## src/rtl/core/tlvd_pkg.sv

```systemverilog
// tlvd_pkg: shared types, codes and helper functions for the tlv entry deframer
// used by tlvd_front, tlvd_back, tlv_entry_deframer and the port checker
`default_nettype none

package tlvd_pkg;

    // type byte layout
    localparam logic [7:0] ID_WIDE_BIT     = 8'h20;
    localparam logic [2:0] INLINE_LEN_MASK = 3'd7;
    localparam logic [1:0] LEN_SIZE_MASK   = 2'd3;

    // queue between front and back, and result buffer
    localparam int QUEUE_DEPTH = 4;
    localparam int QUEUE_AW    = $clog2(QUEUE_DEPTH);
    localparam int OUT_DEPTH   = 2;
    localparam int OUT_AW      = $clog2(OUT_DEPTH);

    typedef enum logic [1:0] {
        PH_TYPE,
        PH_ID,
        PH_LEN,
        PH_VALUE
    } t_phase;

    typedef enum logic [2:0] {
        KIND_HDR_BYTE = 3'd0,
        KIND_HDR_DONE = 3'd1,
        KIND_VALUE    = 3'd2,
        KIND_CLEAN    = 3'd3,
        KIND_TRUNC    = 3'd4
    } t_kind;

    // item classes after the front has dropped idle transactions
    typedef enum logic [1:0] {
        CLS_BYTE,
        CLS_BYTE_END,
        CLS_END
    } t_cls;

    typedef struct packed {
        t_cls       cls;
        logic [7:0] data;
    } t_item;

    typedef struct packed {
        t_kind              kind;
        logic [1:0]         id_kind;
        logic [15:0]        entry_id;
        logic [23:0]        value_length;
        logic [7:0]         value_byte;
        logic               value_last;
        logic signed [63:0] int_value;
        logic               int_valid;
    } t_result;

    // codes 2 and 3 both mean resource
    function automatic logic [1:0] id_kind_of(input logic [1:0] type_hi);
        return type_hi[1] ? 2'd2 : type_hi;
    endfunction

    function automatic logic int_len_ok(input logic [23:0] len);
        return (len == 24'd1) || (len == 24'd2) || (len == 24'd4) || (len == 24'd8);
    endfunction

endpackage

`default_nettype wire

```

## src/rtl/core/tlvd_front.sv

```systemverilog
// tlvd_front: accepts input transactions, drops idle ones, classifies the rest
// and holds them in a short queue for the back end; depends on tlvd_pkg
`default_nettype none

module tlvd_front (
    input  wire logic           i_clk,
    input  wire logic           i_rst_n,
    input  wire logic           push,
    output logic                full,
    input  wire logic           i_has_byte,
    input  wire logic [7:0]     i_data_byte,
    input  wire logic           i_message_end,
    output logic                o_item_valid,
    output tlvd_pkg::t_item     o_item,
    input  wire logic           i_item_take
);
    import tlvd_pkg::*;

    t_item               r_mem [QUEUE_DEPTH];
    logic [QUEUE_AW-1:0] r_wr_ptr, n_wr_ptr;
    logic [QUEUE_AW-1:0] r_rd_ptr, n_rd_ptr;
    logic [QUEUE_AW:0]   r_count, n_count;
    logic                w_wr_en;
    logic                w_rd_en;
    t_item               w_item;

    // classify the transaction
    always_comb begin
        w_item.data = i_data_byte;
        case ({i_has_byte, i_message_end})
            2'b10:   w_item.cls = CLS_BYTE;
            2'b11:   w_item.cls = CLS_BYTE_END;
            default: w_item.cls = CLS_END;
        endcase
    end

    assign full         = (r_count == (QUEUE_AW+1)'(QUEUE_DEPTH));
    assign w_wr_en      = push && !full && (i_has_byte || i_message_end);
    assign o_item_valid = (r_count != '0);
    assign w_rd_en      = i_item_take && o_item_valid;
    assign o_item       = r_mem[r_rd_ptr];

    always_comb begin
        n_wr_ptr = w_wr_en ? r_wr_ptr + 1'b1 : r_wr_ptr;
        n_rd_ptr = w_rd_en ? r_rd_ptr + 1'b1 : r_rd_ptr;
        n_count  = r_count;
        if (w_wr_en && !w_rd_en) begin
            n_count = r_count + 1'b1;
        end else if (!w_wr_en && w_rd_en) begin
            n_count = r_count - 1'b1;
        end
    end

    always_ff @(posedge i_clk) begin
        if (!i_rst_n) begin
            r_wr_ptr <= '0;
            r_rd_ptr <= '0;
            r_count  <= '0;
        end else begin
            r_wr_ptr <= n_wr_ptr;
            r_rd_ptr <= n_rd_ptr;
            r_count  <= n_count;
        end
    end

    always_ff @(posedge i_clk) begin
        if (w_wr_en) begin
            r_mem[r_wr_ptr] <= w_item;
        end
    end

endmodule

`default_nettype wire

```

## src/rtl/core/tlvd_back.sv

```systemverilog
// tlvd_back: tlv parsing state machine and two-entry result buffer
// takes classified items from tlvd_front; depends on tlvd_pkg
`default_nettype none

module tlvd_back (
    input  wire logic            i_clk,
    input  wire logic            i_rst_n,
    input  wire logic            i_item_valid,
    input  wire tlvd_pkg::t_item i_item,
    output logic                 o_item_take,
    input  wire logic            pop,
    output logic                 empty,
    output tlvd_pkg::t_result    o_result
);
    import tlvd_pkg::*;

    t_phase       r_phase,     n_phase;
    logic [1:0]   r_type_hi,   n_type_hi;
    logic [15:0]  r_id_accum,  n_id_accum;
    logic [1:0]   r_id_left,   n_id_left;
    logic [23:0]  r_len_accum, n_len_accum;
    logic [1:0]   r_len_left,  n_len_left;
    logic [23:0]  r_val_left,  n_val_left;
    logic [63:0]  r_int,       n_int;

    t_result      r_out [OUT_DEPTH];
    logic [OUT_AW-1:0] r_out_wr, r_out_rd;
    logic [OUT_AW:0]   r_out_count;

    logic         w_proc;
    logic         w_pop;
    logic         w_has;
    logic         w_end;
    logic [7:0]   w_data;
    t_kind        w_kind;
    logic [7:0]   w_vbyte;
    logic         w_last;
    logic         w_ivalid;
    logic [23:0]  w_val_dec;
    t_result      w_res;

    assign w_proc      = i_item_valid && (r_out_count != (OUT_AW+1)'(OUT_DEPTH));
    assign o_item_take = w_proc;
    assign w_has       = (i_item.cls != CLS_END);
    assign w_end       = (i_item.cls != CLS_BYTE);
    assign w_data      = i_item.data;
    assign w_val_dec   = r_val_left - 24'd1;

    // next state and result
    always_comb begin
        n_phase     = r_phase;
        n_type_hi   = r_type_hi;
        n_id_accum  = r_id_accum;
        n_id_left   = r_id_left;
        n_len_accum = r_len_accum;
        n_len_left  = r_len_left;
        n_val_left  = r_val_left;
        n_int       = r_int;
        w_kind      = KIND_HDR_BYTE;
        w_vbyte     = 8'd0;
        w_last      = 1'b0;
        w_ivalid    = 1'b0;
        if (w_proc && w_has) begin
            case (r_phase)
                PH_TYPE: begin
                    n_type_hi  = w_data[7:6];
                    n_id_accum = 16'd0;
                    n_id_left  = ((w_data & ID_WIDE_BIT) != 8'd0) ? 2'd2 : 2'd1;
                    n_len_left = w_data[4:3] & LEN_SIZE_MASK;
                    n_len_accum = (n_len_left == 2'd0)
                                  ? {21'd0, w_data[2:0] & INLINE_LEN_MASK} : 24'd0;
                    n_val_left = 24'd0;
                    n_int      = 64'd0;
                    n_phase    = PH_ID;
                end
                PH_ID: begin
                    n_id_accum = {r_id_accum[7:0], w_data};
                    n_id_left  = r_id_left - 2'd1;
                    if (n_id_left == 2'd0) begin
                        if (r_len_left != 2'd0) begin
                            n_phase = PH_LEN;
                        end else begin
                            w_kind     = KIND_HDR_DONE;
                            n_val_left = r_len_accum;
                            n_int      = 64'd0;
                            w_last     = (r_len_accum == 24'd0);
                            n_phase    = (r_len_accum == 24'd0) ? PH_TYPE : PH_VALUE;
                        end
                    end
                end
                PH_LEN: begin
                    n_len_accum = {r_len_accum[15:0], w_data};
                    n_len_left  = r_len_left - 2'd1;
                    if (n_len_left == 2'd0) begin
                        w_kind     = KIND_HDR_DONE;
                        n_val_left = n_len_accum;
                        n_int      = 64'd0;
                        w_last     = (n_len_accum == 24'd0);
                        n_phase    = (n_len_accum == 24'd0) ? PH_TYPE : PH_VALUE;
                    end
                end
                PH_VALUE: begin
                    // first value byte starts the sign extension
                    if (r_val_left == r_len_accum) begin
                        n_int = {{56{w_data[7]}}, w_data};
                    end else begin
                        n_int = {r_int[55:0], w_data};
                    end
                    w_kind     = KIND_VALUE;
                    w_vbyte    = w_data;
                    n_val_left = w_val_dec;
                    if (w_val_dec == 24'd0) begin
                        w_last   = 1'b1;
                        w_ivalid = int_len_ok(r_len_accum);
                        n_phase  = PH_TYPE;
                    end
                end
                default: begin
                    n_phase = PH_TYPE;
                end
            endcase
        end
        if (w_proc && w_end) begin
            if (n_phase != PH_TYPE) begin
                w_kind   = KIND_TRUNC;
                w_vbyte  = 8'd0;
                w_last   = 1'b0;
                w_ivalid = 1'b0;
                n_phase  = PH_TYPE;
            end else if (!w_has) begin
                w_kind = KIND_CLEAN;
            end
        end
        w_res.kind         = w_kind;
        w_res.id_kind      = id_kind_of(n_type_hi);
        w_res.entry_id     = n_id_accum;
        w_res.value_length = n_len_accum;
        w_res.value_byte   = w_vbyte;
        w_res.value_last   = w_last;
        w_res.int_value    = n_int;
        w_res.int_valid    = w_ivalid;
    end

    always_ff @(posedge i_clk) begin
        if (!i_rst_n) begin
            r_phase     <= PH_TYPE;
            r_type_hi   <= '0;
            r_id_accum  <= '0;
            r_id_left   <= '0;
            r_len_accum <= '0;
            r_len_left  <= '0;
            r_val_left  <= '0;
            r_int       <= '0;
        end else begin
            r_phase     <= n_phase;
            r_type_hi   <= n_type_hi;
            r_id_accum  <= n_id_accum;
            r_id_left   <= n_id_left;
            r_len_accum <= n_len_accum;
            r_len_left  <= n_len_left;
            r_val_left  <= n_val_left;
            r_int       <= n_int;
        end
    end

    // result buffer
    assign empty    = (r_out_count == '0);
    assign w_pop    = pop && !empty;
    assign o_result = r_out[r_out_rd];

    always_ff @(posedge i_clk) begin
        if (!i_rst_n) begin
            r_out_wr    <= '0;
            r_out_rd    <= '0;
            r_out_count <= '0;
        end else begin
            if (w_proc) begin
                r_out_wr <= r_out_wr + 1'b1;
            end
            if (w_pop) begin
                r_out_rd <= r_out_rd + 1'b1;
            end
            if (w_proc && !w_pop) begin
                r_out_count <= r_out_count + 1'b1;
            end else if (!w_proc && w_pop) begin
                r_out_count <= r_out_count - 1'b1;
            end
        end
    end

    always_ff @(posedge i_clk) begin
        if (w_proc) begin
            r_out[r_out_wr] <= w_res;
        end
    end

endmodule

`default_nettype wire

```

## src/rtl/core/tlv_entry_deframer.sv

```systemverilog
// a result passes through the front queue and then the result buffer before it shows on the result ports
// throughput: one transaction per cycle while neither queue is full, set by the parse step in tlvd_back
// a four-entry queue sits between front and back, a two-entry buffer on the results
// idle transactions (no byte, no end) are taken and give no result
// reset (synchronous, active low) empties both queues and returns the parser to
// waiting for a type byte with all counters and accumulators at zero
`default_nettype none

module tlv_entry_deframer (
    input  wire logic               i_clk,
    input  wire logic               i_rst_n,
    // input side
    input  wire logic               push,
    output logic                    full,
    input  wire logic               i_has_byte,
    input  wire logic [7:0]         i_data_byte,
    input  wire logic               i_message_end,
    // result side
    output logic                    empty,
    input  wire logic               pop,
    output logic [2:0]              o_kind,
    output logic [1:0]              o_id_kind,
    output logic [15:0]             o_entry_id,
    output logic [23:0]             o_value_length,
    output logic [7:0]              o_value_byte,
    output logic                    o_value_last,
    output logic signed [63:0]      o_int_value,
    output logic                    o_int_valid
);
    import tlvd_pkg::*;

    // classified item travelling from front to back
    logic    w_item_valid;
    t_item   w_item;
    logic    w_item_take;
    t_result w_result;

    // front: handshake, idle drop and classification into the queue
    tlvd_front u_front (
        .i_clk         (i_clk),
        .i_rst_n       (i_rst_n),
        .push          (push),
        .full          (full),
        .i_has_byte    (i_has_byte),
        .i_data_byte   (i_data_byte),
        .i_message_end (i_message_end),
        .o_item_valid  (w_item_valid),
        .o_item        (w_item),
        .i_item_take   (w_item_take)
    );

    // back: header decode, value counting, integer build and result buffer
    tlvd_back u_back (
        .i_clk        (i_clk),
        .i_rst_n      (i_rst_n),
        .i_item_valid (w_item_valid),
        .i_item       (w_item),
        .o_item_take  (w_item_take),
        .pop          (pop),
        .empty        (empty),
        .o_result     (w_result)
    );

    // unpack the head result onto its ports
    assign o_kind         = w_result.kind;
    assign o_id_kind      = w_result.id_kind;
    assign o_entry_id     = w_result.entry_id;
    assign o_value_length = w_result.value_length;
    assign o_value_byte   = w_result.value_byte;
    assign o_value_last   = w_result.value_last;
    assign o_int_value    = w_result.int_value;
    assign o_int_valid    = w_result.int_valid;

endmodule

`default_nettype wire

```

## config.mk

```make
export PLATFORM = sky130hd
export DESIGN_NAME = tlv_entry_deframer
export DESIGN_NICKNAME = d
export VERILOG_FILES = /design/src/rtl/core/tlvd_pkg.sv /design/src/rtl/core/tlvd_front.sv /design/src/rtl/core/tlvd_back.sv /design/src/rtl/core/tlv_entry_deframer.sv
export SDC_FILE = /design/constraint.sdc
export NUM_CORES = 1
export LEC_CHECK = 0
export BUFFER_PORTS_ARGS = -buffer_cell sky130_fd_sc_hd__buf_2
export CAP_MARGIN = 20
export CORE_MARGIN = 4
export CORE_UTILIZATION = 35
export CTS_CLUSTER_DIAMETER = 100
export CTS_CLUSTER_SIZE = 16
export DETAILED_ROUTE_END_ITERATION = 8
export GPL_TIMING_DRIVEN = 1
export PLACE_DENSITY = 0.58
export RECOVER_POWER = 25
export SLEW_MARGIN = 5
export SYNTH_ARGS = -nofsm -noshare
export SYNTH_HDL_FRONTEND = slang
export SYNTH_SLANG_ARGS = --single-unit
```

## constraint.sdc

```tcl
create_clock -name i_clk -period 8.44 [get_ports i_clk]
set_input_delay 1.266 -clock i_clk [delete_from_list [all_inputs] [get_ports i_clk]]
set_output_delay 1.266 -clock i_clk [all_outputs]
set_load 0.02 [all_outputs]
```

### Yosys cells after proc, flatten, opt, wreduce, memory -nomap -nowiden

Memory sizes are Yosys's and may differ from the RTL's. A register that Yosys moved wholly into a read port is not among the register bits.
Cells that the tools add are included.

| cells by class | value |
|---|---|
| $add $sub $neg | 11 |
| $mul | 0 |
| div/mod/pow operators | 0 |
| magnitude comparators | 0 |
| eq/ne operators | 16 |
| shift-type cells | 0 |
| multiplexer cells | 69 |
| bitwise operators | 0 |
| reductions and logical operators | 40 |

Operators by type and width:

| operator | number |
|---|---|
| $mux W64 | 5 |
| $pmux W64 S4 | 1 |
| $mux W24 | 4 |
| $pmux W24 S4 | 1 |
| $logic_not A24 Y1 | 3 |
| $pmux W24 S2 | 1 |
| $mux W2 | 17 |
| $mux W8 | 4 |
| $pmux W16 S2 | 1 |
| $eq A24 B1 Y1 const B | 1 |
| $eq A24 B2 Y1 const B | 1 |
| $eq A24 B24 Y1 | 1 |
| $eq A24 B3 Y1 const B | 1 |
| $eq A24 B4 Y1 const B | 1 |
| $mux W3 | 8 |
| $sub A24 B1 Y24 const B | 1 |
| $mux W1 | 20 |
| $mux W16 | 1 |
| $reduce_bool A2 Y1 | 7 |
| $pmux W2 S2 | 3 |
| $logic_and A1 B1 Y1 | 11 |
| $logic_not A2 Y1 | 5 |
| $pmux W3 S3 | 1 |
| $eq A2 B2 Y1 const B | 4 |
| 16 further kinds | 33 |

| storage, ports and cells | value |
|---|---|
| register bits | 147 |
| bits in latches | 0 |
| bits in writable memories | 278 |
| ROM bits | 0 |
| bits of input ports | 14 |
| logic and storage cells | 152 |
| memories | 2 |

Memory list:

| memory | words | width | read ports | clocked after memory_dff | wr ports | line | RTL |
|---|---|---|---|---|---|---|---|
| u_back.r_out | 2 | 119 | 1 | 1 | 1 | tlvd_back.sv:26 | `t_result r_out [OUT_DEPTH];` |
| u_front.r_mem | 4 | 10 | 1 | 1 | 1 | tlvd_front.sv:19 | `t_item r_mem [QUEUE_DEPTH];` |

### Longest topological paths before layout

| depth | value |
|---|---|
| depth after elaboration | 9 |
| depth in mapped cells | 12 |
| depth with buffers taken out | 10 |

### Modules after synthesis

From an unflattened synthesis, not the netlist that was laid out.

| second synthesis, totals | value |
|---|---|
| cells, all modules | 1434 |
| area total of the unflattened synthesis | 18580.3 um^2 |

By module, submodules not included:

| module | times used | cells each | area each (um^2) | seq. area each (um^2) |
|---|---|---|---|---|
| tlvd_back | 1 | 1333 | 16652.2 | 9969.6 |
| tlvd_front | 1 | 101 | 1928.1 | 1381.3 |

### Worst setup path before layout

No wires, ideal clock.

| path | value |
|---|---|
| kind | flip-flop to flip-flop |
| start | register u_front.r_count[0] |
| end | memory u_back.r_out[0][0] (netlist name) (enable) |
| arrival | 5.566 ns |
| path slack | 2.274 ns |
| cell stages (with the launch flop) | 3 |
| path buffers | 0 |
| clock period less this slack | 6.166 ns |
| path through | dfxtp_1 > o32ai_2 > nor2_1 |

| between the ends | value |
|---|---|
| cells in the longest elaborated chain, start to end | 4 |

Ends and longest elaborated chain:

| element | line | RTL |
|---|---|---|
| from (decl) | tlvd_front.sv:22 | `logic [QUEUE_AW:0] r_count, n_count;` |
| from (signal assigned) | tlvd_front.sv:62 | `r_count <= n_count;` |
| $reduce_bool A3 Y1 | tlvd_front.sv:39 | `assign o_item_valid = (r_count != '0);` |
| $logic_and A1 B1 Y1 | tlvd_back.sv:42 | `assign w_proc = i_item_valid && (r_out_count != (OUT_AW+1)'(OUT_DEPTH));` |
| $mux W1 | tlvd_back.sv:192 | `if (w_proc) begin` |
| $mux W1 (not written as such) | tlvd_back.sv:193 | `r_out[r_out_wr] <= w_res;` |
| to (decl) | tlvd_back.sv:26 |  |

No other way between the ends.

==> run_results.csv <==
group,metric,value,unit
status,status,"complete, but fails checks",
status,violations,"max-capacitance violations, max-slew violations",
cts,clock_latency,0.59,ns
cts,cts_sinks,428,
die,core-area,50200,um^2
drt,drt_pre_antenna_iters,5,
drt,wl_per_cell,19.0,um
drt,post_drt_via_cell_ratio,4.97,
global_routing,grt_max_degree,89,
logic_synthesis,syn_nets,1457,
logic_synthesis,netlist_area,17800,um^2
cts,cts_hold_buf,0,
cts,htreeDepth,1,
pwr,power.leakage,7.50,nW
setup_path,worst_ep_arrival_time,5.94,ns
drt,wl,42100,um
logic_synthesis,seq_area_frac_synth,0.638,
setup_path,reg2reg_depth,3,
sta,period_share,0.643,
setup_path,cp_data_required_time,8.95,ns
die,ios,135,
cts,cts_tree,"done",
place,numPortBuffers,134,
setup_path,cp-startpoint,"i_rst_n",
drt,postRouteAntennaNets,0,
cells_and_area,fin_nets,1544,
sta,rsz0062_at_grt,"no",
cells_and_area,area_growth,12.1,%
cts,postCtsSetupBuffers,0,
sta,hold_viol,0,
sta,finClkSkew,0.0237,ns
logic_synthesis,synth-seq-cells,428,
hold_path,min_path_type,"reg -> reg",
hold_path,worstHoldStart,"u_back.r_len_left[1]$_SDFFE_PN0P_",
sta,slew_headroom,-1.03,
die,fp.dieW,233,um
sta,drv_slew,215,
sta,finalSetupViolCount,0,
global_routing,antenna_found_initial,0,
die,dieArea,54500,um^2
logic_synthesis,ys_warn_count,0,
place,dp.final_hpwl,26800,um
logic_synthesis,synth_cell_types,57,
sta,fmax,0.184,GHz
logic_synthesis,synth-edff-count,278,
pwr,power,0.00675,W
die,initial_core_util,0.355,
cells_and_area,n_fill_cell,4768,
logic_synthesis,async_reset_ff_frac,0,
logic_synthesis,ys.flop_type,"edfxtp_1",
cells_and_area,drive_gt1_frac,0.213,
die,row_count,82,
cts,cts_resized,0,
global_routing,overflow,0,
setup_path,start_kind,"input pin",
sta,finalSetupTns,0,ns
sta,worst_pin_slew,3.04,ns
logic_synthesis,avgSynthCellArea,12.4,um^2
global_routing,first_global_vias,10900,
hold_path,hold_path_depth,1,
setup_path,regToRegStartpoint,"u_front.r_count[0]$_SDFFE_PN0P_",
global_routing,gr-usage-all-layers,0.150,
cts,path_clk_slew,0.07,ns
cells_and_area,antenna-diode-count,0,
setup_path,path_max_fanout,75,
pwr,ir_worst_vdd,0.000170,V
drt,drc,0,
place,place_congestion,0.880,
cts,clockBufferDepth,3,
sta,period_needed,5.42,ns
cts,numCtsBuffers,30,
drt,vias,11000,
cts,root_buffer,"clkbuf_16",
setup_path,end_kind,"flip-flop",
logic_synthesis,syn_inst,1431,
flow_run,cap_violations,4,
global_routing,grt_pass1_wl,64500,um
die,die_h,233,um
drt,drt_iter0_drc,774,
pwr,p_per_area,338,nW/um^2
setup_path,path_class,"in -> reg",
-- final timing paths --
kind	end	slack, ns
setup reg to reg	u_back.r_out[0][55]$_DFFE_PP_	3.91
hold / removal	u_back.r_len_left[1]$_SDFFE_PN0P_	0.51
hold reg to reg	u_back.r_len_left[1]$_SDFFE_PN0P_	0.51
setup / recovery	u_back.r_phase[0]$_SDFF_PN0_	3.02
-- kinds of logic (layout without fill, tap and decap cells) --
kind of cell    Yosys count  in the layout  synth area share
buf+inv                 110            220            0.0246
mux                     135            135            0.0914
compound gates          216            216            0.0760
xor+xnor                 52             52            0.0256
fa+ha+maj                12             12           0.00886
flops                   428            428             0.638
simple gates            478            478             0.135
-- synth_stat cells (3+ instances only) --
master	instances	area share
inv_1	13	0.0027
ha_1	11	0.0077
mux4_2	10	0.013
a22o_1	34	0.017
nor4b_1	4	0.0020
buf_1	5	0.0011
nor2_2	9	0.0032
nor4_2	3	0.0021
a311oi_1	3	0.0015
mux2i_1	5	0.0028
edfxtp_1	278	0.47
nand3_1	11	0.0031
a21oi_1	28	0.0079
and2_1	121	0.043
a211oi_1	3	0.0013
nor2_1	96	0.020
xnor2_1	22	0.011
nor3_1	13	0.0037
nor4_1	14	0.0049
xor2_1	30	0.015
dfxtp_1	150	0.17
mux2_2	120	0.076
nand2_1	151	0.032
o21ai_0	107	0.030
nor2b_1	26	0.0091
nand4_1	7	0.0025
or3_1	4	0.0014
a22oi_1	21	0.0089
a21boi_0	6	0.0025
buf_2	8	0.0023
clkbuf_1	81	0.017
and3_1	3	0.0011
-- sequential cells by signal, summed over array words and instances (netlist names), 2 cells and up, named ones only --
signal,count
u_back.r_phase,2
u_back.r_int,64
u_back.r_len_accum,24
u_back.r_val_left,24
u_back.r_id_accum,16
u_front.r_count,3
u_back.r_len_left,2
u_back.r_id_left,2
u_front.r_wr_ptr,2
u_back.r_type_hi,2
u_front.r_rd_ptr,2
u_back.r_out,238
u_back.r_out_count,2
u_front.r_mem,40
-- per-layer routing --
layer	GRT usage	routed length [um]	up-vias
met5	0	0	-
met4	0.0304	688	0
met1	0.204	19000	5484
met2	0.259	20900	208
met3	0.0196	1520	43
li1	-	-	5271
-- layout by cell type, fill, tap and decap left out, drive strengths merged, types with 30 or more instances in the layout --
cell type  count
nor2         105
clkbuf        66
a22o          34
buf          138
and2         122
xor2          30
edfxtp       278
dfxtp        150
o21ai        108
nand2        151
mux2         120
-- critical path: stages --
cell and delay (ns):
clkbuf_1 1.90, clkbuf_1 2.26, nand2_1 0.21, a21oi_1 0.23
-- final cells by class --
cell class,count,area (um^2),area share
clock buffers,53,837,0.0420
clock inverters,2,20.0,0.00100
inverters,14,52.6,0.00264
multi-input cells,893,6030,0.302
flip-flops and latches,428,11400,0.570
well taps,672,841,0.0422
repair buffers,151,800,0.0401
-- stage by stage --
stage | setup slack (ns) | cells | area, um^2 | utilization | hold slack, ns
final | 3.02 | 2213 | 19900 | 0.397 | 0.506
after global routing | 2.30 | 2213 | 19900 | 0.397 | 0.543
after CTS | 4.62 | 2212 | 20000 | 0.398 | 0.510
after detailed placement | 4.67 | 2157 | 19100 | 0.381 | 0.491
after global placement | 4.81 | 2155 | 19100 | 0.380 | 0.480
after floorplan | 2.27 | 1431 | 17800 | - | 0.472
-- where the power goes --
group          internal [W]  leakage [nW]  switching (W)
combinational      0.000760          3.14        0.00167
clock              0.000670         0.405       0.000692
sequential          0.00281          3.95       0.000138
total               0.00424          7.50        0.00250
(Power assumes the default switching activity.)
